`src/ctp_pkg.sv`:
```
// Shared types, constants and a helper function for the cartesian-to-polar pipeline.
package ctp_pkg;

    localparam int COORD_WIDTH = 16;
    localparam int ANGLE_WIDTH = 16;
    localparam int ITERATIONS  = 16;
    localparam int GUARD_BITS  = 16;

    // Datapath width for x and y: scaled input plus CORDIC growth and sign
    localparam int XY_W = (COORD_WIDTH + GUARD_BITS + 3 > 34) ?
                          (COORD_WIDTH + GUARD_BITS + 3) : 34;
    // Upper slice of the magnitude above the low 32 bits
    localparam int HI_W  = XY_W - 33;
    localparam int SUM_W = XY_W + 1;

    localparam int ATAN_IDX_W = 5;

    localparam logic [31:0] GAIN_INV_Q32  = 32'd2608131496;
    localparam logic [31:0] TURN_ZERO     = 32'h0000_0000;
    localparam logic [31:0] TURN_QUARTER  = 32'h4000_0000;
    localparam logic [31:0] TURN_HALF     = 32'h8000_0000;
    localparam logic [31:0] TURN_3QUARTER = 32'hC000_0000;

    localparam int          ANG_SH   = 32 - ANGLE_WIDTH;
    localparam logic [31:0] ANG_HALF = (32'd1 << ANG_SH) >> 1;
    localparam logic [SUM_W-1:0] MAG_HALF = SUM_W'(1) << (GUARD_BITS - 1);

    // atan(2^-i) in units of 2^-32 turn
    localparam logic [31:0] ATAN_TURNS [32] = '{
        32'h20000000, 32'h12E4051E, 32'h09FB385B, 32'h051111D4,
        32'h028B0D43, 32'h0145D7E1, 32'h00A2F61E, 32'h00517C55,
        32'h0028BE53, 32'h00145F2F, 32'h000A2F98, 32'h000517CC,
        32'h00028BE6, 32'h000145F3, 32'h0000A2FA, 32'h0000517D,
        32'h000028BE, 32'h0000145F, 32'h00000A30, 32'h00000518,
        32'h0000028C, 32'h00000146, 32'h000000A3, 32'h00000051,
        32'h00000029, 32'h00000014, 32'h0000000A, 32'h00000005,
        32'h00000003, 32'h00000001, 32'h00000001, 32'h00000000
    };

    typedef struct packed {
        logic signed [COORD_WIDTH-1:0] coord_x;
        logic signed [COORD_WIDTH-1:0] coord_y;
    } point_t;

    typedef struct packed {
        logic [COORD_WIDTH-1:0] magnitude;
        logic [ANGLE_WIDTH-1:0] angle;
    } polar_t;

    // Working state carried down the rotation stages
    typedef struct packed {
        logic signed [XY_W-1:0]  x;
        logic signed [XY_W-1:0]  y;
        logic [31:0]             z;
        logic                    special;
        logic [COORD_WIDTH-1:0]  sp_mag;
        logic [ANGLE_WIDTH-1:0]  sp_angle;
    } rot_t;

    // Round a 32-bit turn fraction half up to ANGLE_WIDTH bits, wrapping
    function automatic logic [ANGLE_WIDTH-1:0] round_turn(input logic [31:0] turn);
        logic [31:0] sum;
        sum = turn + ANG_HALF;
        return sum[31 -: ANGLE_WIDTH];
    endfunction

endpackage

```
`src/ctp_skid.sv`:
```
// Output register with skid entry; its ready is registered and stalls the pipeline.
module ctp_skid
    import ctp_pkg::*;
(
    input  logic   clk,
    input  logic   rst_n,
    input  logic   up_valid,
    input  polar_t up_data,
    output logic   up_ready,
    output logic   polar_valid,
    input  logic   polar_ready,
    output polar_t polar
);

    logic   out_valid_reg;
    polar_t out_data_reg;
    logic   skid_valid_reg;
    polar_t skid_data_reg;
    logic   up_fire;

    assign up_ready = !skid_valid_reg;
    assign up_fire  = up_valid && up_ready;

    // Control: output slot drains first from skid, then from upstream
    always_ff @(posedge clk or negedge rst_n)
    begin
        if (!rst_n)
        begin
            out_valid_reg  <= 1'b0;
            skid_valid_reg <= 1'b0;
        end
        else if (polar_ready || !out_valid_reg)
        begin
            if (skid_valid_reg)
            begin
                out_valid_reg  <= 1'b1;
                skid_valid_reg <= 1'b0;
            end
            else
            begin
                out_valid_reg <= up_fire;
            end
        end
        else if (up_fire)
        begin
            skid_valid_reg <= 1'b1;
        end
    end

    // Payload
    always_ff @(posedge clk)
    begin
        if (polar_ready || !out_valid_reg)
        begin
            if (skid_valid_reg)
            begin
                out_data_reg <= skid_data_reg;
            end
            else if (up_fire)
            begin
                out_data_reg <= up_data;
            end
        end
        else if (up_fire)
        begin
            skid_data_reg <= up_data;
        end
    end

    assign polar_valid = out_valid_reg;
    assign polar       = out_data_reg;

endmodule

```
`config.mk`:
```
export PLATFORM = sky130hd
export DESIGN_NAME = ctp_skid
export DESIGN_NICKNAME = d
export VERILOG_FILES = /design/src/ctp_pkg.sv /design/src/ctp_skid.sv
export SDC_FILE = /design/constraint.sdc
export NUM_CORES = 1
export LEC_CHECK = 0
export ABC_AREA = 1
export BUFFER_PORTS_ARGS = -buffer_cell sky130_fd_sc_hd__buf_2
export CORE_ASPECT_RATIO = 0.9
export CORE_MARGIN = 5
export CORE_UTILIZATION = 35
export DETAILED_ROUTE_END_ITERATION = 6
export PLACE_DENSITY = 0.65
export SYNTH_ARGS = -nofsm -noshare
export SYNTH_HDL_FRONTEND = slang
export SYNTH_SLANG_ARGS = --single-unit
```
`constraint.sdc`:
```
create_clock -name clk -period 7.8 [get_ports clk]
set_clock_uncertainty 0.05 [all_clocks]
set_input_delay 1.17 -clock clk [delete_from_list [all_inputs] [get_ports clk]]
set_output_delay 1.17 -clock clk [all_outputs]
set_load 0.005 [all_outputs]
```
# Word level (Yosys, flattened, before mapping)
# Index checks and enable logic that the tools add are counted.
# W data, S select, Z words.
classes:
  muxes: 5
  bitwise_logic: 1
  reduce_logical: 8
ops:
  columns: ["op", "n"]
  rows:
  - ["$mux W32", 2]
  - ["$reduce_and A2 Y1", 2]
  - ["$reduce_bool A2 Y1", 2]
  - ["$mux W1", 3]
  - ["$logic_not A1 Y1", 2]
  - ["$logic_and A1 B1 Y1", 1]
  - ["$logic_or A1 B1 Y1", 1]
  - ["$not A1 Y1", 1]
totals:
  regBits: 66
  input_bits: 36
  out_inout_bits: 34
  wordCells: 20

# Depth between registers and ports, before layout
logic_depth:
  depth_word: 4
  ltp_mapped: 5
  ltp_nobuf: 3

# Least setup slack after synthesis
# OpenSTA, ideal clock, no wires.
synth_path:
  path_type: "in2reg"
  from: "input port polar_ready"
  to: "register skid_data_reg[0] in the netlist's numbering (enable)"
  setup_ps: 422
  t_arrival_ps: 2650
  required_time_ps: 7328
  path_slack_ps: 4678
  stages: 3
  n_path_buf: 0
  cell_sequence: "inv_1 nand2_1 nor2_1"
synth_via:
  elab_chain_len: 3
synth_lines:
  columns: ["element", "line", "rtl"]
  rows:
  - ["from (decl)", "ctp_skid.sv:11", "input logic polar_ready,"]
  - ["$logic_or A1 B1 Y1", "ctp_skid.sv:53", "if (polar_ready || !out_valid_reg)"]
  - ["$not A1 Y1 (no line)", null, null]
  - ["$reduce_and A2 Y1 (no line)", null, null]
  - ["to (signal assigned)", "ctp_skid.sv:66", "skid_data_reg <= up_data;"]
  - ["to (decl)", "ctp_skid.sv:18", "polar_t skid_data_reg;"]
# Every way passes these cells.
# A chain may end at the register's enable or synchronous reset.

# Final worst setup path
layout_path:
  from: "register skid_valid_reg"
  to: "output port up_ready"
layout_via:
  elab_chain_len: 1
layout_lines:
  columns: ["element", "line", "rtl"]
  rows:
  - ["from (decl)", "ctp_skid.sv:17", "logic skid_valid_reg;"]
  - ["from (signal assigned)", "ctp_skid.sv:30", "skid_valid_reg <= 1'b0;"]
  - ["from (signal assigned)", "ctp_skid.sv:37", "skid_valid_reg <= 1'b0;"]
  - ["from (signal assigned)", "ctp_skid.sv:46", "skid_valid_reg <= 1'b1;"]
  - ["$logic_not A1 Y1", "ctp_skid.sv:21", "assign up_ready = !skid_valid_reg;"]
  - ["to (decl)", "ctp_skid.sv:9", "output logic up_ready,"]
# Every way passes these cells.

==> impl_metrics.yaml <==
clocking:
  numCtsBuffers: 9
  clockBufferDepth: 2
  cts_resized: 0
  cts_setup_buffers: 0
  clk_latency_ns: 0.33
  htreeDepth: 3
  cts_tree: "built"
  cts_sinks: 66
  path_clk_slew_ns: 0.06
  clockRootBuffer: "clkbuf_8"
  hold_buffers: 0
global_route:
  grt_max_degree: 35
  grt.total_usage_pct: 10.9
  grt_pass1_vias: 1457
  gr-total-overflow: 0
  grt_pass1_wl_um: 7450
  antenna_found_initial: 0
floorplan:
  ios: 70
  fp.dieH_um: 90.3
  core_area_sq_um: 7000
  row_count: 29
  die_width_um: 99.2
  die-area_sq_um: 8960
  initial_core_util_pct: 35.8
final_layout:
  n_antenna_cell: 0
  final_cell_area_sq_um: 3050
  layout_common_cells: "nand2_1, buf_2, edfxtp_1, nand2_2, clkbuf_8"
  fillerInstances: 669
  area_growth_pct: 21.8
  fin_nets: 290
  layoutNonFillerInstCount: 351
  drive_gt1_share_pct: 38.8
  mostFrequentLayoutCell: "nand2_1"
placed_design:
  io_buffers: 69
  place_congestion: 0.648
  placed_cells: 336
  placed_area_sq_um: 2900
  post-dp-hpwl_um: 3190
logic_synthesis:
  synth_compound_area_share_pct: 0
  syn_area_sq_um: 2510
  yosys.area_share.adder_pct: 0
  synth_nets: 216
  syn_area_per_cell_sq_um: 13.9
  synth_seq_cells: 66
  synthXorXnorAreaFrac_pct: 0
  yosys.area_share.simple_pct: 17.1
  ys_seq_area_share_pct: 78.6
  netlist_instances: 180
  synth_top_family_by_area: "simple AND/OR/NAND/NOR gates"
  ys_types: 10
  ys_warn_count: 0
  synthMuxAreaShare_pct: 0
routing:
  first_pass_iters: 4
  ant_nets: 0
  drc: 0
  via_per_inst: 4.17
  drt_iter0_drc: 98
  avgRoutedWirePerCell_um: 13.3
  num_vias: 1463
  wl_um: 4680
sta:
  timing.fmax_mhz: 385
  finalCritPeriodShare_pct: 33.3
  setup_viol: 0
  grt_setup_unrepaired: "no"
  maxSlewHeadroom_pct: 40.5
  max_slew.worst_pin.slew_ns: 0.891
  min_period_ns: 2.60
  finalSetupTns_ns: 0
  hold_viol_final: 0
  slew_violations: 0
worst_setup_path:
  path_class: "reg -> out"
  cp.required_ns: 6.58
  crit_path_max_fanout: 34
  crit_arrival_ns: 1.38
  cp-start-kind: "register"
  endpoint_kind: "output port"
pwr:
  power_density_nw_per_um2: 236
  p_leak_nw: 1.30
  vdd.ir_drop.worst_uv: 150
run:
  maxCapViolCount: 0
hold_path:
  hp-class: "reg -> reg"
status:
  status: "finished, final reports clean"
[cells in the mapped netlist]
library cell  instances  share of area, %
nand2_1              84                13
nand2_2              15               3.7
nor2_1                5              0.75
edfxtp_1             64                77
buf_12                2               1.6
buf_4                 2              0.60
buf_6                 3               1.3
inv_1                 2              0.30
dfrtp_1               2               2.0
inv_8                 1              0.45
[stage by stage]
stage               util (%)  hold WS [ns]  total power [mW]  worst slack (ns)
floorplan                  -         0.440             0.473              4.68
global placement        41.5         0.450             0.502              5.24
detailed placement      41.5         0.456             0.504              5.17
CTS                     43.6         0.471             0.733              5.17
global route            43.6         0.496             0.755              5.09
finish                  43.6         0.467             0.722              5.20
[final cells by class]
class	instances	area, sq um	area share [%]
sequential	66	1970	64.6
multi-input combinational	104	443	14.5
timing repair buffer	70	353	11.6
clock buffer	10	128	4.18
tap	93	116	3.81
clock inverter	5	22.5	0.738
inverter	3	18.8	0.615
[worst max-delay path: stages, from the launching register on]
cell     delay (ns)
dfrtp_1        0.37
buf_4          0.25
inv_8          0.25
buf_2          0.16
[per-layer routing]
metal  vias to the layer above  global-route usage (%)  wire (um)
li1                        747                       -          -
met1                       662                    12.9       2030
met2                        48                    16.6       2210
met3                         6                    5.71        396
met4                         0                    4.10         45
met5                         -                       0          0
[power by group]
group	switching, mW	internal (mW)	leakage (nW)
logic	0.0434	0.0259	0.593
registers	0.00521	0.420	0.628
clock network	0.118	0.110	0.0808
[cells by family (layout without fill, tap and decap cells)]
family / Yosys count / in the layout
flops: 66 / 66
simple gates: 104 / 104
buf+inv: 10 / 88
[final timing paths]
kind                                         from               end  slack (ns)  depth (start not counted)
worst max-delay path               skid_valid_reg          up_ready        5.20                          3
worst max register to register     skid_valid_reg  skid_data_reg[8]        5.65                          4
min in group asynchronous                   rst_n       polar_valid        0.56                          1
max in group asynchronous                   rst_n    skid_valid_reg        7.05                          1
worst min register to register  skid_data_reg[24]         polar[24]        0.47                          2
worst min-delay path            skid_data_reg[24]         polar[24]        0.47                          2
Power figures use the tool's default switching activity.
