### src/ctp_pkg.sv
// Shared types, constants and a helper function for the cartesian-to-polar pipeline.
package ctp_pkg;

    localparam int COORD_WIDTH = 16;
    localparam int ANGLE_WIDTH = 16;
    localparam int ITERATIONS  = 16;
    localparam int GUARD_BITS  = 16;

    // Datapath width for x and y: scaled input plus CORDIC growth and sign
    localparam int XY_W = (COORD_WIDTH + GUARD_BITS + 3 > 34) ?
                          (COORD_WIDTH + GUARD_BITS + 3) : 34;
    // Upper slice of the magnitude above the low 32 bits
    localparam int HI_W  = XY_W - 33;
    localparam int SUM_W = XY_W + 1;

    localparam int ATAN_IDX_W = 5;

    localparam logic [31:0] GAIN_INV_Q32  = 32'd2608131496;
    localparam logic [31:0] TURN_ZERO     = 32'h0000_0000;
    localparam logic [31:0] TURN_QUARTER  = 32'h4000_0000;
    localparam logic [31:0] TURN_HALF     = 32'h8000_0000;
    localparam logic [31:0] TURN_3QUARTER = 32'hC000_0000;

    localparam int          ANG_SH   = 32 - ANGLE_WIDTH;
    localparam logic [31:0] ANG_HALF = (32'd1 << ANG_SH) >> 1;
    localparam logic [SUM_W-1:0] MAG_HALF = SUM_W'(1) << (GUARD_BITS - 1);

    // atan(2^-i) in units of 2^-32 turn
    localparam logic [31:0] ATAN_TURNS [32] = '{
        32'h20000000, 32'h12E4051E, 32'h09FB385B, 32'h051111D4,
        32'h028B0D43, 32'h0145D7E1, 32'h00A2F61E, 32'h00517C55,
        32'h0028BE53, 32'h00145F2F, 32'h000A2F98, 32'h000517CC,
        32'h00028BE6, 32'h000145F3, 32'h0000A2FA, 32'h0000517D,
        32'h000028BE, 32'h0000145F, 32'h00000A30, 32'h00000518,
        32'h0000028C, 32'h00000146, 32'h000000A3, 32'h00000051,
        32'h00000029, 32'h00000014, 32'h0000000A, 32'h00000005,
        32'h00000003, 32'h00000001, 32'h00000001, 32'h00000000
    };

    typedef struct packed {
        logic signed [COORD_WIDTH-1:0] coord_x;
        logic signed [COORD_WIDTH-1:0] coord_y;
    } point_t;

    typedef struct packed {
        logic [COORD_WIDTH-1:0] magnitude;
        logic [ANGLE_WIDTH-1:0] angle;
    } polar_t;

    // Working state carried down the rotation stages
    typedef struct packed {
        logic signed [XY_W-1:0]  x;
        logic signed [XY_W-1:0]  y;
        logic [31:0]             z;
        logic                    special;
        logic [COORD_WIDTH-1:0]  sp_mag;
        logic [ANGLE_WIDTH-1:0]  sp_angle;
    } rot_t;

    // Round a 32-bit turn fraction half up to ANGLE_WIDTH bits, wrapping
    function automatic logic [ANGLE_WIDTH-1:0] round_turn(input logic [31:0] turn);
        logic [31:0] sum;
        sum = turn + ANG_HALF;
        return sum[31 -: ANGLE_WIDTH];
    endfunction

endpackage

### src/ctp_prep.sv
// Input stage: axis/origin classification, left-half-plane fold and scaling.
module ctp_prep
    import ctp_pkg::*;
(
    input  logic   clk,
    input  logic   rst_n,
    input  logic   en,
    input  logic   point_valid,
    input  point_t point,
    output logic   stage_valid,
    output rot_t   stage
);

    logic        valid_reg;
    rot_t        data_reg;
    rot_t        data_next;

    logic signed [XY_W-1:0]   x_ext;
    logic signed [XY_W-1:0]   y_ext;
    logic [COORD_WIDTH-1:0]   abs_x;
    logic [COORD_WIDTH-1:0]   abs_y;
    logic                     x_neg;
    logic                     y_neg;

    // Sign extension and absolute values
    always_comb
    begin
        x_neg = point.coord_x[COORD_WIDTH-1];
        y_neg = point.coord_y[COORD_WIDTH-1];
        x_ext = {{(XY_W-COORD_WIDTH){x_neg}}, point.coord_x};
        y_ext = {{(XY_W-COORD_WIDTH){y_neg}}, point.coord_y};
        abs_x = x_neg ? (~point.coord_x + 1'b1) : point.coord_x;
        abs_y = y_neg ? (~point.coord_y + 1'b1) : point.coord_y;
    end

    // Fold into the right half plane, scale, and precompute axis results
    always_comb
    begin
        if (x_neg)
        begin
            data_next.x = (-x_ext) <<< GUARD_BITS;
            data_next.y = (-y_ext) <<< GUARD_BITS;
            data_next.z = TURN_HALF;
        end
        else
        begin
            data_next.x = x_ext <<< GUARD_BITS;
            data_next.y = y_ext <<< GUARD_BITS;
            data_next.z = TURN_ZERO;
        end

        priority if (point.coord_x == '0 && point.coord_y == '0)
        begin
            data_next.special  = 1'b1;
            data_next.sp_mag   = '0;
            data_next.sp_angle = '0;
        end
        else if (point.coord_y == '0)
        begin
            data_next.special  = 1'b1;
            data_next.sp_mag   = abs_x;
            data_next.sp_angle = round_turn(x_neg ? TURN_HALF : TURN_ZERO);
        end
        else if (point.coord_x == '0)
        begin
            data_next.special  = 1'b1;
            data_next.sp_mag   = abs_y;
            data_next.sp_angle = round_turn(y_neg ? TURN_3QUARTER : TURN_QUARTER);
        end
        else
        begin
            data_next.special  = 1'b0;
            data_next.sp_mag   = '0;
            data_next.sp_angle = '0;
        end
    end

    always_ff @(posedge clk or negedge rst_n)
    begin
        if (!rst_n)
        begin
            valid_reg <= 1'b0;
        end
        else if (en)
        begin
            valid_reg <= point_valid;
        end
    end

    always_ff @(posedge clk)
    begin
        if (en)
        begin
            data_reg <= data_next;
        end
    end

    assign stage_valid = valid_reg;
    assign stage       = data_reg;

endmodule

### config.mk
export PLATFORM = sky130hd
export DESIGN_NAME = ctp_prep
export DESIGN_NICKNAME = d
export VERILOG_FILES = /design/src/ctp_pkg.sv /design/src/ctp_prep.sv
export SDC_FILE = /design/constraint.sdc
export NUM_CORES = 1
export LEC_CHECK = 0
export ABC_AREA = 0
export BUFFER_PORTS_ARGS = -buffer_cell sky130_fd_sc_hd__buf_4
export CAP_MARGIN = 20
export CORE_MARGIN = 2
export CORE_UTILIZATION = 45
export CTS_CLUSTER_DIAMETER = 100
export DETAILED_ROUTE_END_ITERATION = 7
export PLACE_DENSITY = 0.85
export REMOVE_ABC_BUFFERS = 1
export SETUP_SLACK_MARGIN = 0.05
export SLEW_MARGIN = 10
export SYNTH_ARGS = -nofsm -noshare
export SYNTH_HDL_FRONTEND = slang
export SYNTH_SLANG_ARGS = --single-unit
### constraint.sdc
create_clock -name clk -period 0.91 [get_ports clk]
set_input_delay 0.1365 -clock clk [delete_from_list [all_inputs] [get_ports clk]]
set_output_delay 0.1365 -clock clk [all_outputs]
set_load 0.1 [all_outputs]
## Word-level counts from Yosys, hierarchy flattened

Index checks and enable logic that the tools add are counted.

- Output and inout bits: 136
- Word-level logic and storage cells: 27
- Bits in registers: 136
- Input bits: 36

- Add/sub/neg operators: 6
- Reduce and logical (&&, ||, !) cells: 4
- Bitwise operators: 2
- Multiplexer cells: 7

Operator list:

| operator | count |
|---|---|
| 98-bit 2-to-1 mux | 1 |
| 32-bit 2-to-1 mux | 3 |
| 32-bit by 16-bit adder with 32-bit output (second input constant) | 2 |
| 16-bit negation with 19-bit output | 2 |
| 33-bit 2-to-1 mux | 1 |
| 16-bit by 1-bit adder with 16-bit output (second input constant) | 2 |
| 16-bit logical NOT | 2 |
| 16-bit 2-to-1 mux | 2 |
| 16-bit NOT | 2 |
| 2-bit OR reduction | 1 |
| 1-bit logical AND | 1 |

## Depth between registers and ports, before layout

Gate-level depths: netlist of run 1.

- Depth after elaboration: 5
- Mapped depth: 8

## Worst setup path after synthesis of run 1

OpenSTA, ideal clock, no wires.

- Path type: input -> register
- Start point: input port point[1] (netlist name)
- End point: register data_reg (netlist bit stage[31]), data pin
- Stages on the path: 8
- Path buffers: 0
- Slack: -1120 ps
- Data arrival time: 1774 ps
- Cell sequence: inv_1 > ha_1 > nor3b_1 > nand3_1 > or4_4 > nand2_2 > clkinv_2 > a22o_1

- Word-level cells in the longest chain between the ends: 5

Ends and longest elaborated chain:

| element | RTL line | source |
|---|---|---|
| start, declared | ctp_prep.sv:9 | `input point_t point,` |
| 16-bit NOT | ctp_prep.sv:33 | `abs_y = y_neg ? (~point.coord_y + 1'b1) : point.coord_y;` |
| 16-bit by 1-bit adder with 16-bit output | ctp_prep.sv:33 |  |
| 16-bit 2-to-1 mux | ctp_prep.sv:33 |  |
| 33-bit 2-to-1 mux | ctp_prep.sv:64 | `else if (point.coord_x == '0)` |
| 32-bit 2-to-1 mux | ctp_prep.sv:58 | `else if (point.coord_y == '0)` |
| end signal, assigned | ctp_prep.sv:94 | `data_reg <= data_next;` |
| end, declared | ctp_prep.sv:15 | `rot_t data_reg;` |

Parallel ways exist; a longest one is shown, timed or not.
A chain may end at the register's enable or synchronous reset.

## Worst setup path after layout of run 1

- Start point: input port point[25] (netlist name)
- End point: register data_reg (netlist bit stage[16]), data pin

- Word-level cells in the longest chain between the ends: 3

Ends and longest elaborated chain:

| element | RTL line |
|---|---|
| 16-bit logical NOT (*) | ctp_prep.sv:52, ctp_prep.sv:64 |
| 33-bit 2-to-1 mux | ctp_prep.sv:64 |
| 32-bit 2-to-1 mux | ctp_prep.sv:58 |

Mark *: on every way between the ends. The rest lies on a longest branch, timed or not.

==> results of run 1 <==
-- metrics by stage --
step / setup WS (ns) / power (W)
after floorplan: -1.12 / 0.00668
after global placement: -1.23 / 0.00753
after detailed placement: -1.29 / 0.00757
after CTS: -0.885 / 0.00993
after global routing: -0.986 / 0.0105
final: -0.989 / 0.0103
-- what timing repair did --
item	CTS	global route
setup buffers	12	12
hold endpoints to repair	2	0
setup endpoints to repair	105	108
pin swaps	28	29
hold buffers	2	0
gates resized for setup	168	49
cloned	1	0
-- logic make-up (layout without fill, tap and decap cells) --
logic type	count (synthesis)	after routing	synth area share (%)
compound gates	42	42	8.76
xor+xnor	39	39	9.76
fa+ha+maj	4	4	1.43
buf+inv	94	200	18.5
flops	59	59	50.5
mux	2	2	0.608
other cells	1	80	0.107
simple gates	67	68	10.4
-- metal layers --
layer  vias up  track usage (%)
met3        78             8.71
li1       1302                -
met4         0             18.8
met1      1511             28.9
met5         -                0
met2       308             48.3
-- path summary, 6_finish.rpt --
path                                   from           to  slack, ns  depth (start not counted)
max in group asynchronous             rst_n  stage_valid       0.73                          2
worst max-delay path              point[25]    stage[16]      -0.99                          7
worst min-delay path            point_valid  stage_valid       0.01                          2
worst min register to register  stage_valid  stage_valid       0.59                          1
worst max register to register  stage_valid  stage_valid       0.12                          1
min in group asynchronous             rst_n  stage_valid       0.10                          2
-- state kept, by name (all words and copies together) (netlist names) --
register     count
stage_valid      1
stage           58
-- cell type report --
class | count | share of cell area [%]
Clock buffer | 10 | 2.21
Sequential cell | 59 | 30.6
Multi-Input combinational cell | 235 | 33.4
Inverter | 6 | 0.693
Timing Repair Buffer | 178 | 30.3
Tap cell | 102 | 2.21
Clock inverter | 6 | 0.563
-- placed cells by master (no fill, tap or decap), types with 6 or more instances in the layout --
cell type / netlist / routed
buf_6: 0 / 87
conb_1: 1 / 80
buf_4: 77 / 80
edfxtp_1: 58 / 58
xnor2_1: 29 / 15
nand2_1: 24 / 15
xnor2_2: 0 / 14
xor2_1: 10 / 10
clkbuf_8: 0 / 9
a22o_1: 8 / 8
nand2_4: 0 / 7
nor2_4: 1 / 6
o21ai_0: 12 / 6
buf_8: 0 / 6
-- power by group --
group	total [W]	internal, W	switching, W	leakage, nW
Combinational	0.00480	0.00102	0.00378	1.83
Sequential	0.00338	0.00326	0.000126	0.573
Clock	0.00209	0.000958	0.00113	0.0771
==> impl_metrics.yaml, run 1 <==
synth:
  netlist_area_sq_um: 3500
  avgSynthCellArea_sq_um: 11.4
  yosysSeqAreaShare_pct: 50.5
  synth_seq_cells: 59
  synth_edf_count: 58
  yosysMostFrequentCell: "buf_4"
  synth_common_cells: "buf_4, edfxtp_1, xnor2_1, nand2_1, o21ai_0"
  yosys.area.top_type: "edfxtp_1"
  synthTopCellsByArea: "edfxtp_1, buf_4, xnor2_1, nand2_1, xor2_1"
  synth_top_area_share_pct: 49.8
  syn-instance-count: 308
  synthArstFlopShare_pct: 1.69
  synth.distinct_cells: 38
  yosys_warnings: 0
  ys.flop_type: "edfxtp_1"
final_layout:
  fillers: 409
  drive_above_1_share_pct: 54.0
  design_area_sq_um: 5780
  layout.nets: 529
  antenna_cells: 0
  final_cells: 596
  multi_input_area_sq_um: 1930
  area_growth_pct: 65.1
  register_area_sq_um: 1770
  fin_util_pct: 75.5
sta:
  setup_viol: 104
  setup_tns_ns: -37.07
  worst_slack_ns: -0.989
  rsz0062_at_grt: "yes"
  period_share_pct: 209
  finalClockSkew_ns: 0
  fin_crit_ns: 1.90
  hold_viol: 0
  report.final.slew_viol_count: 0
  holdWs_ns: 0.0118
  fmax_ghz: 0.527
worst_setup_path:
  cp_top_family: "simple AND/OR/NAND/NOR gates"
  arrival_ns: 2.01
  path_cells: "buf_6 > or4_4 > or4_4 > nor3_4 > buf_6 > nor2_4 > a22o_1"
  crit_buf_inv: 2
  cp_max_fo: 5
  setup.worst_path.start_class: "input pin"
  critical_path_class: "input pin to flop"
  cp-end-kind: "flop"
  worstPathRequired_ns: 1.02
  slowest_delay_ns: 0.57
  cp_slowest_cell: "or4_4"
power_and_ir_drop:
  cellPowerDensity_nw_per_um2: 1780
  irDropWorstVdd_mv: 1.67
  p_leak_nw: 2.48
floorplanning:
  die_h_um: 92.2
  rows: 32
  design.core.area_sq_um: 7650
  dieArea_sq_um: 8500
  die_w_um: 92.2
  initial_utilization_pct: 45.7
  pin_count: 172
clocking:
  clk_pin_slew_ns: 0.07
  insertion_delay_ns: 0.36
  cts_tree: "built"
  htreeDepth: 3
  cts_buffer_depth: 2
  clockRootBuffer: "clkbuf_8"
  numCtsBuffers: 9
  cts_sinks: 59
outcome:
  violations: "negative setup slack"
  status: "complete, but fails checks"
detailed_routing:
  viasPerCell: 5.37
  wl_met2_um: 6590
  wl_met1_um: 4260
  first_pass_iters: 5
  drc: 0
  top_layer: "met4"
  dr_total_vias: 3199
  ant_nets: 0
  dr_wl_met3_um: 1330
  wl_per_cell_um: 21.7
  routed_wl_um: 12900
  first_iter_violations: 269
grt:
  track_usage_pct: 27.9
  grt_pass1_wl_um: 17500
  overflow: 0
  grt_max_degree: 23
  grt_pass1_vias: 3143
  antenna_found_initial: 0
place:
  place_area_sq_um: 4490
  placedCellCount: 558
  port_buffers: 94
  place_congestion: 0.869
  place_hpwl_um: 6640
worst_hold_path:
  min_path_type: "input pin to flop"
run:
  drv_cap: 0
No activity file was read; power rests on OpenSTA's default activity.
==> inputs of run 2 (changes only) <==
CAP_MARGIN = not set   (was 20)
CORE_ASPECT_RATIO = 0.8   (was not set)
SKIP_CTS_REPAIR_TIMING = 1   (was not set)
==> run 2 against run 1 <==
Against the previous run:
- the flow still finishes with violations (negative setup slack)
- die area barely moved
- clock-buffer cell count decreased by 1
- clock power rose by 27%
- largest cell class unchanged
==> impl_metrics.yaml, run 2 (same netlist as run 1, synthesis figures left out) <==
final_layout:
  antenna_cells: 0
  largest_reg_flops: 58
  layout.nets: 522
  final_cells: 592
  fillers: 406
  fin_util_pct: 77.4
  area_growth_pct: 65.2
  final_cell_mix: "conb_1, buf_6, buf_4"
  drive_above_1_share_pct: 54.4
sta:
  holdWs_ns: 0.0237
  rsz0062_at_grt: "yes"
  fin_crit_ns: 1.89
  finalClockSkew_ns: 0
  fmax_ghz: 0.530
  setup_viol: 105
  period_share_pct: 207
  report.final.slew_viol_count: 0
  setup_tns_ns: -35.90
  worst_slack_ns: -0.977
  hold_viol: 0
power_and_ir_drop:
  p_clk_share_pct: 24.6
  irDropWorstVdd_mv: 1.66
  p_leak_nw: 2.45
  switching_power_w: 0.00503
  p_comb_share_pct: 44.2
  power_frac_seq_pct: 31.2
  internal_power_w: 0.00577
  cellPowerDensity_nw_per_um2: 1870
  switching_share_pct: 46.6
detailed_routing:
  first_iter_violations: 280
  viasPerCell: 5.23
  drc: 0
  routed_wl_um: 12000
  wl_per_cell_um: 20.3
  ant_nets: 0
  dr_total_vias: 3094
  first_pass_iters: 4
floorplanning:
  dieArea_sq_um: 8500
  pin_count: 172
  die_h_um: 82.9
  die_w_um: 103
  design.core.area_sq_um: 7460
  rows: 28
  initial_utilization_pct: 46.9
grt:
  grt_max_degree: 27
  antenna_found_initial: 0
  overflow: 0
  track_usage_pct: 19.1
  grt_pass1_vias: 2512
  grt_pass1_wl_um: 12400
worst_hold_path:
  min_from: "point_valid"
  whs_endpoint: "stage_valid"
  holdPathStages: 2
  min_path_type: "input pin to flop"
outcome:
  status: "complete, but fails checks"
  violations: "negative setup slack"
worst_setup_path:
  cp_max_fo: 4
  path_cells: "buf_6 > or4_4 > or4_4 > nor3_4 > buf_6 > nand2_2 > buf_6 > o2bb2ai_1"
  cp-end-kind: "flop"
  cp_top_family: "simple AND/OR/NAND/NOR gates"
  slowest_delay_ns: 0.55
  crit_buf_inv: 3
  setup.worst_path.start_class: "input pin"
  r2r_cells: 1
  r2r_setup_slack_ns: 0.12
  rr_startpoint: "stage_valid"
  critical_path_class: "input pin to flop"
  timing.rr.end: "stage_valid"
  cp_slowest_cell: "or4_4"
  cpMostUsedCell: "buf_6"
  arrival_ns: 2.07
  worstPathRequired_ns: 1.09
place:
  port_buffers: 94
  placedCellCount: 562
  place_congestion: 0.895
  place_hpwl_um: 6520
  dp_slack_ns: -1.26
clocking:
  clk_pin_slew_ns: 0.08
  numCtsBuffers: 9
  cts_sinks: 59
  cts_buffer_depth: 2
  clockRootBuffer: "clkbuf_8"
  insertion_delay_ns: 0.35
  htreeDepth: 3
  cts_tree: "built"
run:
  drv_cap: 0
## run 2: cell count changes in the layout (fill, tap and decap cells not counted), moves of 3 or more
| cell | before | now |
|---|---|---|
| o21ai_2 | 3 | 6 |
| nand2_1 | 15 | 12 |
| o21ai_1 | 5 | 2 |
| xnor2_1 | 15 | 18 |
| nand2_2 | 2 | 8 |
| buf_6 | 87 | 80 |
| nand2_4 | 7 | 4 |
| xnor2_2 | 14 | 10 |
## run 2: through the flow
step / cell area (sq um) / total power, W
6_report: 5780 / 0.0108
5_1_grt: 5780 / 0.0110
4_1_cts: 4720 / 0.0101
3_5_place_dp: 4520 / 0.00759
3_3_place_gp: 4520 / 0.00755
2_1_floorplan: 3170 / 0.00668
## run 2: worst max-delay path by stage
stage,start,end,slack [ns],depth (start not counted)
final,point[22],stage[17],-0.98,8
after global routing,point[22],stage[17],-0.98,8
after CTS,point[25],stage[20],-0.90,6
after detailed placement,point[25],stage[23],-1.26,6
after global placement,point[25],stage[19],-1.23,6
after floorplan,point[1],stage[31],-1.12,8
## run 2: routing by layer
metal	vias up	wire length (um)	global-route usage, %	share of wire, %
met4	0	505	7.76	4.2
met3	58	1200	5.30	10
li1	1284	-	-	-
met1	1484	4480	23.5	37
met2	268	5820	31.3	48
met5	-	0	0	0
## run 2: area by class of cell
cell class	instances	area, sq um	area share [%]
repair buffers	171	1690	29.3
inverters	6	40.0	0.693
flip-flops and latches	59	1770	30.6
clock buffers	9	124	2.14
well taps	105	131	2.27
clock inverters	7	82.6	1.43
multi-input cells	235	1940	33.6
## run 2: power groups by stage
| stage | combinational (W) | sequential (W) | clock (W) |
|---|---|---|---|
| floorplan | 0.00166 | 0.00503 | 0 |
| global placement | 0.00418 | 0.00337 | 0 |
| detailed placement | 0.00421 | 0.00338 | 0 |
| CTS | 0.00422 | 0.00332 | 0.00256 |
| global route | 0.00487 | 0.00339 | 0.00279 |
| finish | 0.00477 | 0.00338 | 0.00266 |
