<file path="config.mk">
export PLATFORM = sky130hd
export DESIGN_NAME = ctp_rot
export DESIGN_NICKNAME = d
export VERILOG_FILES = /design/src/ctp_pkg.sv /design/src/ctp_rot.sv
export SDC_FILE = /design/constraint.sdc
export NUM_CORES = 1
export LEC_CHECK = 0
export ABC_AREA = 1
export BUFFER_PORTS_ARGS = -buffer_cell sky130_fd_sc_hd__buf_2
export CAP_MARGIN = 20
export CORE_ASPECT_RATIO = 0.8
export CORE_UTILIZATION = 59
export CTS_BUF_LIST = sky130_fd_sc_hd__clkbuf_4 sky130_fd_sc_hd__clkbuf_8 sky130_fd_sc_hd__clkbuf_16
export DETAILED_ROUTE_END_ITERATION = 8
export PLACE_DENSITY = 0.83
export SLEW_MARGIN = 30
export SYNTH_ARGS = -nofsm -noshare
export SYNTH_HDL_FRONTEND = slang
export SYNTH_SLANG_ARGS = --single-unit
</file>
<file path="constraint.sdc">
create_clock -name clk -period 1.1 [get_ports clk]
set_clock_uncertainty 0.15 [all_clocks]
set_input_delay 0 -clock clk [delete_from_list [all_inputs] [get_ports clk]]
set_output_delay 0 -clock clk [all_outputs]
set_load 0.01 [all_outputs]
</file>
<file path="src/ctp_pkg.sv">
// Shared types, constants and a helper function for the cartesian-to-polar pipeline.
package ctp_pkg;

    localparam int COORD_WIDTH = 16;
    localparam int ANGLE_WIDTH = 16;
    localparam int ITERATIONS  = 16;
    localparam int GUARD_BITS  = 16;

    // Datapath width for x and y: scaled input plus CORDIC growth and sign
    localparam int XY_W = (COORD_WIDTH + GUARD_BITS + 3 > 34) ?
                          (COORD_WIDTH + GUARD_BITS + 3) : 34;
    // Upper slice of the magnitude above the low 32 bits
    localparam int HI_W  = XY_W - 33;
    localparam int SUM_W = XY_W + 1;

    localparam int ATAN_IDX_W = 5;

    localparam logic [31:0] GAIN_INV_Q32  = 32'd2608131496;
    localparam logic [31:0] TURN_ZERO     = 32'h0000_0000;
    localparam logic [31:0] TURN_QUARTER  = 32'h4000_0000;
    localparam logic [31:0] TURN_HALF     = 32'h8000_0000;
    localparam logic [31:0] TURN_3QUARTER = 32'hC000_0000;

    localparam int          ANG_SH   = 32 - ANGLE_WIDTH;
    localparam logic [31:0] ANG_HALF = (32'd1 << ANG_SH) >> 1;
    localparam logic [SUM_W-1:0] MAG_HALF = SUM_W'(1) << (GUARD_BITS - 1);

    // atan(2^-i) in units of 2^-32 turn
    localparam logic [31:0] ATAN_TURNS [32] = '{
        32'h20000000, 32'h12E4051E, 32'h09FB385B, 32'h051111D4,
        32'h028B0D43, 32'h0145D7E1, 32'h00A2F61E, 32'h00517C55,
        32'h0028BE53, 32'h00145F2F, 32'h000A2F98, 32'h000517CC,
        32'h00028BE6, 32'h000145F3, 32'h0000A2FA, 32'h0000517D,
        32'h000028BE, 32'h0000145F, 32'h00000A30, 32'h00000518,
        32'h0000028C, 32'h00000146, 32'h000000A3, 32'h00000051,
        32'h00000029, 32'h00000014, 32'h0000000A, 32'h00000005,
        32'h00000003, 32'h00000001, 32'h00000001, 32'h00000000
    };

    typedef struct packed {
        logic signed [COORD_WIDTH-1:0] coord_x;
        logic signed [COORD_WIDTH-1:0] coord_y;
    } point_t;

    typedef struct packed {
        logic [COORD_WIDTH-1:0] magnitude;
        logic [ANGLE_WIDTH-1:0] angle;
    } polar_t;

    // Working state carried down the rotation stages
    typedef struct packed {
        logic signed [XY_W-1:0]  x;
        logic signed [XY_W-1:0]  y;
        logic [31:0]             z;
        logic                    special;
        logic [COORD_WIDTH-1:0]  sp_mag;
        logic [ANGLE_WIDTH-1:0]  sp_angle;
    } rot_t;

    // Round a 32-bit turn fraction half up to ANGLE_WIDTH bits, wrapping
    function automatic logic [ANGLE_WIDTH-1:0] round_turn(input logic [31:0] turn);
        logic [31:0] sum;
        sum = turn + ANG_HALF;
        return sum[31 -: ANGLE_WIDTH];
    endfunction

endpackage

</file>
<file path="src/ctp_rot.sv">
// One CORDIC vectoring micro-rotation with its pipeline register.
module ctp_rot
    import ctp_pkg::*;
(
    input  logic                  clk,
    input  logic                  rst_n,
    input  logic                  en,
    input  logic [ATAN_IDX_W-1:0] idx,
    input  logic                  prev_valid,
    input  rot_t                  prev,
    output logic                  stage_valid,
    output rot_t                  stage
);

    logic        valid_reg;
    rot_t        data_reg;
    rot_t        data_next;

    logic signed [XY_W-1:0] dx;
    logic signed [XY_W-1:0] dy;

    // Rotate toward y = 0 and accumulate the angle
    always_comb
    begin
        dx = prev.y >>> idx;
        dy = prev.x >>> idx;
        data_next = prev;
        if (prev.y > 0)
        begin
            data_next.x = prev.x + dx;
            data_next.y = prev.y - dy;
            data_next.z = prev.z + ATAN_TURNS[idx];
        end
        else
        begin
            data_next.x = prev.x - dx;
            data_next.y = prev.y + dy;
            data_next.z = prev.z - ATAN_TURNS[idx];
        end
    end

    always_ff @(posedge clk or negedge rst_n)
    begin
        if (!rst_n)
        begin
            valid_reg <= 1'b0;
        end
        else if (en)
        begin
            valid_reg <= prev_valid;
        end
    end

    always_ff @(posedge clk)
    begin
        if (en)
        begin
            data_reg <= data_next;
        end
    end

    assign stage_valid = valid_reg;
    assign stage       = data_reg;

endmodule

</file>
==> summary.txt, run 1 <==
Logic synthesis
  • Ys flop type: edfxtp_1
  • Syn Area/Cell: 6.44 um^2
  • Syn Nets: 2885
  • Most common cell in the synthesized netlist: nand2_1
  • Synth warnings: 0
  • Sequential-to-total area share from yosys stat: 24.1%
  • Synth top area cells: edfxtp_1, nand2_1, nand3_1, ha_1, inv_1
  • Cell taking the most area after synthesis: edfxtp_1
  • Mapped Cells: 2631
  • Share of async-settable or async-resettable flops after synthesis: 0.735%
  • Share of the synthesized area in the top cell type: 23.9%
  • Post-synth top cells: nand2_1, nand3_1, inv_1
  • Yosys cell types: 56
  • Yosys reg bits: 136
  • Post-synth EDFFs: 135
  • Cell Area, Synth: 17000 um^2

Run status
  • Status: stopped before the end
  • Last stage: clock tree synthesis
  • Err: [ERROR DPL-0033] detailed placement checks failed during check placement.

Floorplan
  • Row count: 55
  • Initial Utilization: 59.9%
  • Die height: 154 um
  • Ports: 280
  • Die Wd: 192 um

Clock network
  • # clock sinks: 136
  • Post-CTS setup buffers: 64
  • Clock buffer depth: 2
  • Gates resized, CTS repair: 320
  • # hold bufs at CTS: 38
  • CTS H-tree depth: 4
  • Total CTS buffers: 17
  • Clk Tree Root Cell: clkbuf_16

Place
  • Final HPWL from detailed placement: 62.8 mm
  • Gpl congestion: 1.14
  • DP Worst Slack: -3.51 ns
  • Port-buffer cells: 279
stage by stage:
stage,instances,util (%),cell area (um^2)
floorplan,2631,-,17700
global placement,3967,88.5,25000
detailed placement,3967,88.5,25000
cell families after synthesis:
group | after synthesis | share of synthesized area (%)
AO/OA/AOI/OAI | 370 | 12.8
XOR/XNOR | 156 | 8.06
adder cells (fa/ha/maj) | 110 | 8.25
buffers and inverters | 364 | 9.32
flip-flops | 136 | 24.1
multiplexers | 1 | 0.0664
AND/OR/NAND/NOR | 1494 | 37.5
==> run 2, diff against run 1 <==
--- a/config.mk
+++ b/config.mk
@@ -8,11 +8,9 @@
 export ABC_AREA = 1
 export BUFFER_PORTS_ARGS = -buffer_cell sky130_fd_sc_hd__buf_2
 export CAP_MARGIN = 20
-export CORE_ASPECT_RATIO = 0.8
-export CORE_UTILIZATION = 59
-export CTS_BUF_LIST = sky130_fd_sc_hd__clkbuf_4 sky130_fd_sc_hd__clkbuf_8 sky130_fd_sc_hd__clkbuf_16
+export CORE_UTILIZATION = 40
 export DETAILED_ROUTE_END_ITERATION = 8
-export PLACE_DENSITY = 0.83
+export PLACE_DENSITY_LB_ADDON = 0.15
 export SLEW_MARGIN = 30
 export SYNTH_ARGS = -nofsm -noshare
 export SYNTH_HDL_FRONTEND = slang
==> summary.txt, run 2 <==
Global routing
  • Largest net degree at the start of global routing: 47
  • GRT Util Overall: 37.9%
  • Initial antenna violation count: 1
  • First-pass GRT wire length: 127 mm
  • Total grt overflow: 0
  • Vias in the first global route: 23200

Logic synthesis
  • Cell Area, Synth: 17000 um^2 (unchanged)
  • Syn Area/Cell: 6.44 um^2 (unchanged)
  • Yosys reg bits: 136 (unchanged)
  • Ys flop type: edfxtp_1
  • Post-synth EDFFs: 135 (unchanged)
  • Mapped Cells: 2631 (unchanged)
  • Cell taking the most area after synthesis: edfxtp_1
  • Synth top area cells: edfxtp_1, nand2_1, nand3_1, ha_1, inv_1
  • Sequential-to-total area share from yosys stat: 24.1% (unchanged)
  • Share of async-settable or async-resettable flops after synthesis: 0.735% (unchanged)
  • Synth warnings: 0 (unchanged)
  • Syn Nets: 2885 (unchanged)
  • Yosys cell types: 56 (unchanged)
  • Most common cell in the synthesized netlist: nand2_1
  • Share of the synthesized area in the top cell type: 23.9% (unchanged)
  • Post-synth top cells: nand2_1, nand3_1, inv_1

Floorplan
  • Initial Utilization: 40.5% (-19 points)
  • Die height: 208 um (+35%)
  • Die Wd: 208 um (+8.5%)
  • Core ar.: 41900 um^2
  • Ports: 280 (unchanged)
  • Die area: 43200 um^2
  • Row count: 75 (+36%)

Final layout
  • # fillers: 3231
  • Max FFs per register: 135
  • Most frequent cells in the layout: buf_4, nand2_1, nand3_1, buf_2, inv_1
  • Most common cell after layout, fill and taps aside: buf_4
  • Nets: 4077
  • Util after Layout: 71.9%
  • Non-filler cells, final: 4376
  • Fraction of layout instances using a drive strength above 1: 47.8%
  • Area grow syn2layout: 77.5%

Place
  • Placed insts: 4181 (+5.4%)
  • Port-buffer cells: 279 (unchanged)
  • DP Worst Slack: -3.44 ns (+0.0751 ns)
  • Final HPWL from detailed placement: 64.3 mm (+2.4%)
  • Gpl congestion: 1.01 (-12%)

Drt
  • Max layer used: met4
  • Drt drc: 0
  • ANT nets after route: 0
  • Initial DRC count: 2525
  • WL/cell: 20.1 um
  • WL met1: 35.2 mm
  • Drt pass-1 iters: 6
  • Metal3 WL: 6.30 mm
  • Routed wire length: 87.9 mm
  • DR WL met2: 41.4 mm
  • Routed vias: 24000
  • Detailed-route vias per instance: 5.49

Timing
  • Setup violators final: 238
  • Final hold violation count: 22
  • Hold_ws: -0.161 ns
  • Worst Slack Setup Final: -2.96 ns
  • RSZ-0062 raised after global routing: true
  • Final Max Slew Viols: 0
  • Slew HR: 51.4%
  • Final Critical Period: 4.06 ns
  • Fmax: 246 MHz
  • Slew of the pin with the lowest slew margin: 0.724 ns
  • Final period util: 369%

Setup path
  • CP Class: in -> reg
  • CP Launch Type: primary input
  • Critical path capture point type: register
  • Worst-path maximum fanout: 23
  • CP arrival: 4.15 ns
  • CP Data Required Time: 1.19 ns

Power
  • LEAKAGE: 0.0149 uW
  • Pwr dens: 1260 nW/um^2
  • Maximum vdd drop: 1180 uV

Clock network
  • Clock slew at reported path FFs: 0.07 ns
  • Clock buffer depth: 2 (unchanged)
  • CTS H-tree depth: 4 (unchanged)
  • # hold bufs at CTS: 39 (+2.6%)
  • # clock sinks: 136 (unchanged)
  • TritonCTS clock tree: done
  • Total CTS buffers: 17 (unchanged)
  • Clock insertion delay at the later pin of the skew report: 0.49 ns
  • Clk Tree Root Cell: clkbuf_16

Hold path
  • HP Class: in -> reg

Run
  • # Max-Cap Violations: 0

Run status
  • Status: complete, but fails checks
  • Failing checks: negative hold slack, negative setup slack
## run 2: cell counts after synthesis
No cell type changed its count.
## run 2: routing by layer
metal	vias to the layer above	GRT usage, %
li1	11200	-
met1	11400	47.3
met2	1164	63.5
met3	296	5.39
met4	0	19.7
met5	-	0
## run 2: per-stage QoR
stage | cell area, um^2 | hold WS [ns] | TNS [ns] | power (uW)
2_1_floorplan | 17700 | -0.446 | -209.33 | 17400
3_3_place_gp | 25600 | -0.376 | -281.99 | 27000
3_5_place_dp | 25600 | -0.374 | -289.82 | 27300
4_1_cts | 28700 | -0.195 | -222.58 | 35500
5_1_grt | 30100 | -0.156 | -255.34 | 39600
6_report | 30100 | -0.161 | -237.33 | 37900
## run 2: cells by family (layout without fill, tap and decap cells)
group,after synthesis,in the layout,synth area share [%]
other,0,1,0
flip-flops,136,136,24.1
XOR/XNOR,156,156,8.06
AND/OR/NAND/NOR,1494,1494,37.5
adder cells (fa/ha/maj),110,110,8.25
buffers and inverters,364,1569,9.32
multiplexers,1,1,0.0664
AO/OA/AOI/OAI,370,370,12.8
## run 2: path summary, 6_finish.rpt
| path | from | endpoint | slack, ns | cells past startpoint |
|---|---|---|---|---|
| worst min-delay path | prev[33] | stage[33] | -0.16 | 4 |
| worst max register to register | stage_valid | stage_valid | 0.13 | 1 |
| max in group asynchronous | rst_n | stage_valid | 0.45 | 3 |
| min in group asynchronous | rst_n | stage_valid | 0.23 | 3 |
| worst min register to register | stage_valid | stage_valid | 0.46 | 1 |
| worst max-delay path | idx[2] | stage[60] | -2.96 | 24 |
## run 2: worst max-delay path, stage by stage
cell	delay (ns)
buf_4	0.16
buf_12	0.18
buf_6	0.17
nand2_1	0.13
inv_2	0.06
buf_4	0.13
o21ai_0	0.29
o21ai_0	0.20
a21oi_1	0.26
nand4_1	0.23
buf_4	0.20
nand2_2	0.06
xor2_1	0.23
ha_1	0.33
a21oi_2	0.14
inv_1	0.09
a31oi_2	0.29
a21boi_2	0.27
inv_2	0.08
nand4_1	0.14
nand2_2	0.11
buf_6	0.13
buf_6	0.10
xor2_1	0.15
## run 2: layout make-up
class	instances	area, um^2	share of cell area (%)
inverter	273	1060	3.51
antenna	1	2.50	0.00832
sequential	136	4080	13.6
timing repair inverter	1	6.26	0.0208
tap	539	674	2.24
multi-input combinational	2131	14200	47.1
timing repair buffer	1263	9510	31.6
clock inverter	14	164	0.545
clock buffer	18	429	1.43
## run 2: where the power goes
group,internal [uW],switching [uW]
clock,3390,2740
combinational,11300,12800
sequential,7370,321
## run 2: repair_timing
item	CTS	global route
buffers inserted	80	39
pin swaps	141	119
endpoints found under the setup margin	238	238
endpoints found under the hold margin	201	18
gates cloned	5	2
gates resized for setup	313	233
Power figures use the tool's default switching activity.
==> run 3, diff against run 2 <==
--- a/config.mk
+++ b/config.mk
@@ -5,12 +5,11 @@
 export SDC_FILE = /design/constraint.sdc
 export NUM_CORES = 1
 export LEC_CHECK = 0
-export ABC_AREA = 1
 export BUFFER_PORTS_ARGS = -buffer_cell sky130_fd_sc_hd__buf_2
 export CAP_MARGIN = 20
 export CORE_UTILIZATION = 40
 export DETAILED_ROUTE_END_ITERATION = 8
-export PLACE_DENSITY_LB_ADDON = 0.15
+export PLACE_DENSITY_LB_ADDON = 0.1
 export SLEW_MARGIN = 30
 export SYNTH_ARGS = -nofsm -noshare
 export SYNTH_HDL_FRONTEND = slang
==> summary.txt, run 3 <==
Clock network
  • # hold bufs at CTS: 38 (-2.6%)
  • Clk Tree Root Cell: clkbuf_16
  • Clock slew at reported path FFs: 0.07 ns (about the same)
  • Clock buffer depth: 2 (unchanged)
  • CTS H-tree depth: 4 (unchanged)
  • Clock insertion delay at the later pin of the skew report: 0.47 ns (-0.02 ns)
  • TritonCTS clock tree: done
  • Total CTS buffers: 17 (unchanged)
  • # clock sinks: 136 (unchanged)

Floorplan
  • Initial Utilization: 40.5% (about the same)
  • Core ar.: 39600 um^2 (-5.3%)
  • Die area: 40900 um^2 (-5.3%)
  • Row count: 73 (-2.7%)
  • Die height: 202 um (-2.7%)
  • Die Wd: 202 um (-2.7%)
  • Ports: 280 (unchanged)

Timing
  • Final Max Slew Viols: 0 (unchanged)
  • Final period util: 440% (+71 points)
  • Slew of the pin with the lowest slew margin: 0.688 ns (-0.0359 ns)
  • Final Critical Period: 4.84 ns (+0.783 ns)
  • Hold_ws: -0.126 ns (+0.0350 ns)
  • Worst Slack Setup Final: -3.74 ns (-0.783 ns)
  • Final hold violation count: 26 (+18%)
  • Slew HR: 53.6% (+2.2 points)
  • Setup violators final: 233 (-2.1%)
  • Fmax: 206 MHz (-16%)
  • RSZ-0062 raised after global routing: true

Power
  • Switching part of the total power: 38.1% (-3.6 points)
  • NetSw: 13500 uW (-15%)
  • Clock share of power: 17.9% (+1.7 points)
  • Pwr dens: 1240 nW/um^2 (-1.3%)
  • Maximum vdd drop: 1150 uV (-2.9%)
  • Gate power share: 60.6% (-3.0 points)
  • LEAKAGE: 0.0129 uW (-14%)
  • Sequential power share: 21.4% (+1.1 points)
  • Int Power: 21900 uW (-0.90%)

Final layout
  • Most frequent cells in the layout: buf_4, buf_2, edfxtp_1, nand2_1, nor2_1
  • Non-filler cells, final: 3417 (-22%)
  • Fraction of layout instances using a drive strength above 1: 58.2% (+10 points)
  • Nets: 3132 (-23%)
  • Util after Layout: 71.7% (-0.16 points)
  • Area grow syn2layout: 77.1%
  • Max FFs per register: 135 (unchanged)
  • Design area: 28400 um^2 (-5.5%)
  • Most common cell after layout, fill and taps aside: buf_4

Setup path
  • CP Class: in -> reg
  • CP Launch Type: primary input
  • CP arrival: 4.91 ns (+0.76 ns)
  • Top cell by count, worst path: and3_4
  • Worst-path maximum fanout: 10 (-57%)
  • Worst r2r path cells: 1 (unchanged)
  • CP Data Required Time: 1.16 ns (-0.03 ns)
  • Crit-path cells: buf_16 -> bufbuf_16 -> mux4_2 -> nand2_1 -> and3_4 -> o32a_1 -> buf_4 -> ha_4 -> and3_4 -> and4_4 -> a31o_4 -> xnor2_2 -> ha_1 -> and2_4 -> a221oi_4 -> o21ai_4 -> a311o_1 -> a221o_1 -> a32oi_2 -> o221ai_2 -> o41ai_2 -> xnor2_1
  • Launch point of the worst reg-to-reg path: stage_valid
  • Reg2Reg Setup Slack: 0.21 ns (+0.08 ns)
  • Reg2Reg Capture Point: stage_valid
  • Crit path largest cell delay: 0.56 ns (+0.23 ns)
  • Slowest CP cell: mux4_2
  • Critical path capture point type: register

Hold path
  • Hold path endpoint: stage[64]
  • HP Class: in -> reg
  • Hold wc startpoint: prev[63]
  • Worst hold path depth: 4 (unchanged)

Logic synthesis
  • Post-synth top cells: a21oi_1, edfxtp_1, nand2_1
  • Yosys cell types: 89 (+59%)
  • Share of the synthesized area in the top cell type: 25.3% (+1.3 points)
  • Syn Nets: 1982 (-31%)
  • Yosys reg bits: 136 (unchanged)
  • Syn Area/Cell: 9.29 um^2 (+44%)
  • Ys flop type: edfxtp_1
  • Mapped Cells: 1728 (-34%)
  • Post-synth EDFFs: 135 (unchanged)
  • Synth warnings: 0 (unchanged)
  • Share of async-settable or async-resettable flops after synthesis: 0.735% (unchanged)
  • Cell Area, Synth: 16100 um^2 (-5.3%)
  • Sequential-to-total area share from yosys stat: 25.4% (+1.3 points)
  • Synth top area cells: edfxtp_1, mux4_2, ha_1, xnor2_1, a21oi_1
  • Most common cell in the synthesized netlist: a21oi_1
  • Cell taking the most area after synthesis: edfxtp_1

Place
  • Port-buffer cells: 279 (unchanged)
  • Final HPWL from detailed placement: 57.0 mm (-11%)
  • Post-DP Area: 24100 um^2 (-5.8%)
  • Placed insts: 3213 (-23%)
  • Gpl congestion: 1.03 (+2.4%)

Drt
  • WL/cell: 22.1 um (+9.9%)
  • Drt drc: 0 (unchanged)
  • Routed vias: 19500 (-19%)
  • Drt pass-1 iters: 5 (-1)
  • Detailed-route vias per instance: 5.69 (+3.7%)
  • Initial DRC count: 1608 (-36%)
  • ANT nets after route: 0 (unchanged)
  • Routed wire length: 75.4 mm (-14%)

Global routing
  • Vias in the first global route: 19200 (-17%)
  • First-pass GRT wire length: 111 mm (-13%)
  • GRT Util Overall: 35.4% (-2.5 points)
  • Initial antenna violation count: 3 (+2)
  • Largest net degree at the start of global routing: 30 (-36%)
  • Total grt overflow: 0 (unchanged)

Run status
  • Failing checks: negative hold slack, negative setup slack
  • Status: complete, but fails checks

Run
  • # Max-Cap Violations: 0 (unchanged)
-- run 3: changes by cell type in the layout (fill, tap and decap cells not counted), sizes merged, moves of 25 or more --
cell / previous run / this run
nand3: 383 / 29
mux2: 1 / 36
mux2i: 0 / 52
buf: 1220 / 1180
xor2: 106 / 68
xnor2: 50 / 101
a21o: 11 / 55
mux4: 0 / 75
inv: 280 / 45
nor2b: 0 / 25
nor2: 247 / 129
nand2: 799 / 134
-- run 3: kinds of logic (layout without fill, tap and decap cells) --
family          count (synthesis)  in the layout  share of synthesized area, %
compound gates                546            546                          22.4
xor+xnor                      169            169                          9.22
buf+inv                       131           1294                          3.62
flops                         136            136                          25.4
simple gates                  472            472                          14.3
other cells                     0              1                             0
mux                           163            163                          16.3
fa+ha+maj                     111            111                          8.78
-- run 3: repair_timing --
item	in CTS	in global routing
hold endpoints to repair	161	25
cloned	3	2
gates resized for setup	329	201
setup endpoints to repair	238	238
buffers inserted	75	77
pin swaps	155	140
-- run 3: critical path, delay by kind of cell --
kind,cells,cell delay [ns]
compound gates,9,2.23
xor+xnor,2,0.22
fa+ha+maj,2,0.38
buf+inv,3,0.56
mux,1,0.56
simple gates,5,0.94
-- run 3: stage by stage --
stage	power, uW	TNS (ns)	setup WS (ns)
after global placement	24600	-377.87	-4.55
after CTS	33600	-293.51	-3.64
after global routing	37100	-316.13	-3.91
after detailed placement	24800	-375.42	-4.64
after floorplan	16600	-320.67	-4.23
final	35400	-297.69	-3.74
-- run 3: worst max-delay path by stage --
stage | endpoint | depth (start not counted) | start
after floorplan | stage[97] | 25 | idx[0]
after global placement | stage[134] | 26 | idx[0]
after detailed placement | stage[133] | 23 | idx[0]
after CTS | stage[128] | 22 | idx[2]
after global routing | stage[128] | 22 | idx[2]
final | stage[99] | 22 | idx[0]
-- run 3: layout make-up --
class	instances	area, um^2
antenna	1	2.50
clock inverter	15	201
sequential	136	4080
timing repair buffer	1221	9460
tap	525	657
multi-input combinational	1461	13400
clock buffer	17	425
fill	3001	11200
inverter	41	178
-- run 3: power by group through the flow --
stage          Sequential [uW]  Combinational (uW)  Clock, uW
2_1_floorplan             8340                8230          0
3_3_place_gp              7670               16900          0
3_5_place_dp              7680               17100          0
4_1_cts                   7590               19500       6470
5_1_grt                   7680               22800       6580
6_report                  7590               21400       6340
-- run 3: routing by layer --
metal	track usage [%]	up-vias	part of all wire, %
met1	44.0	9532	41
met5	0	-	0.024
li1	-	8978	-
met3	4.84	184	5.7
met2	61.4	760	49
met4	14.7	2	4.4
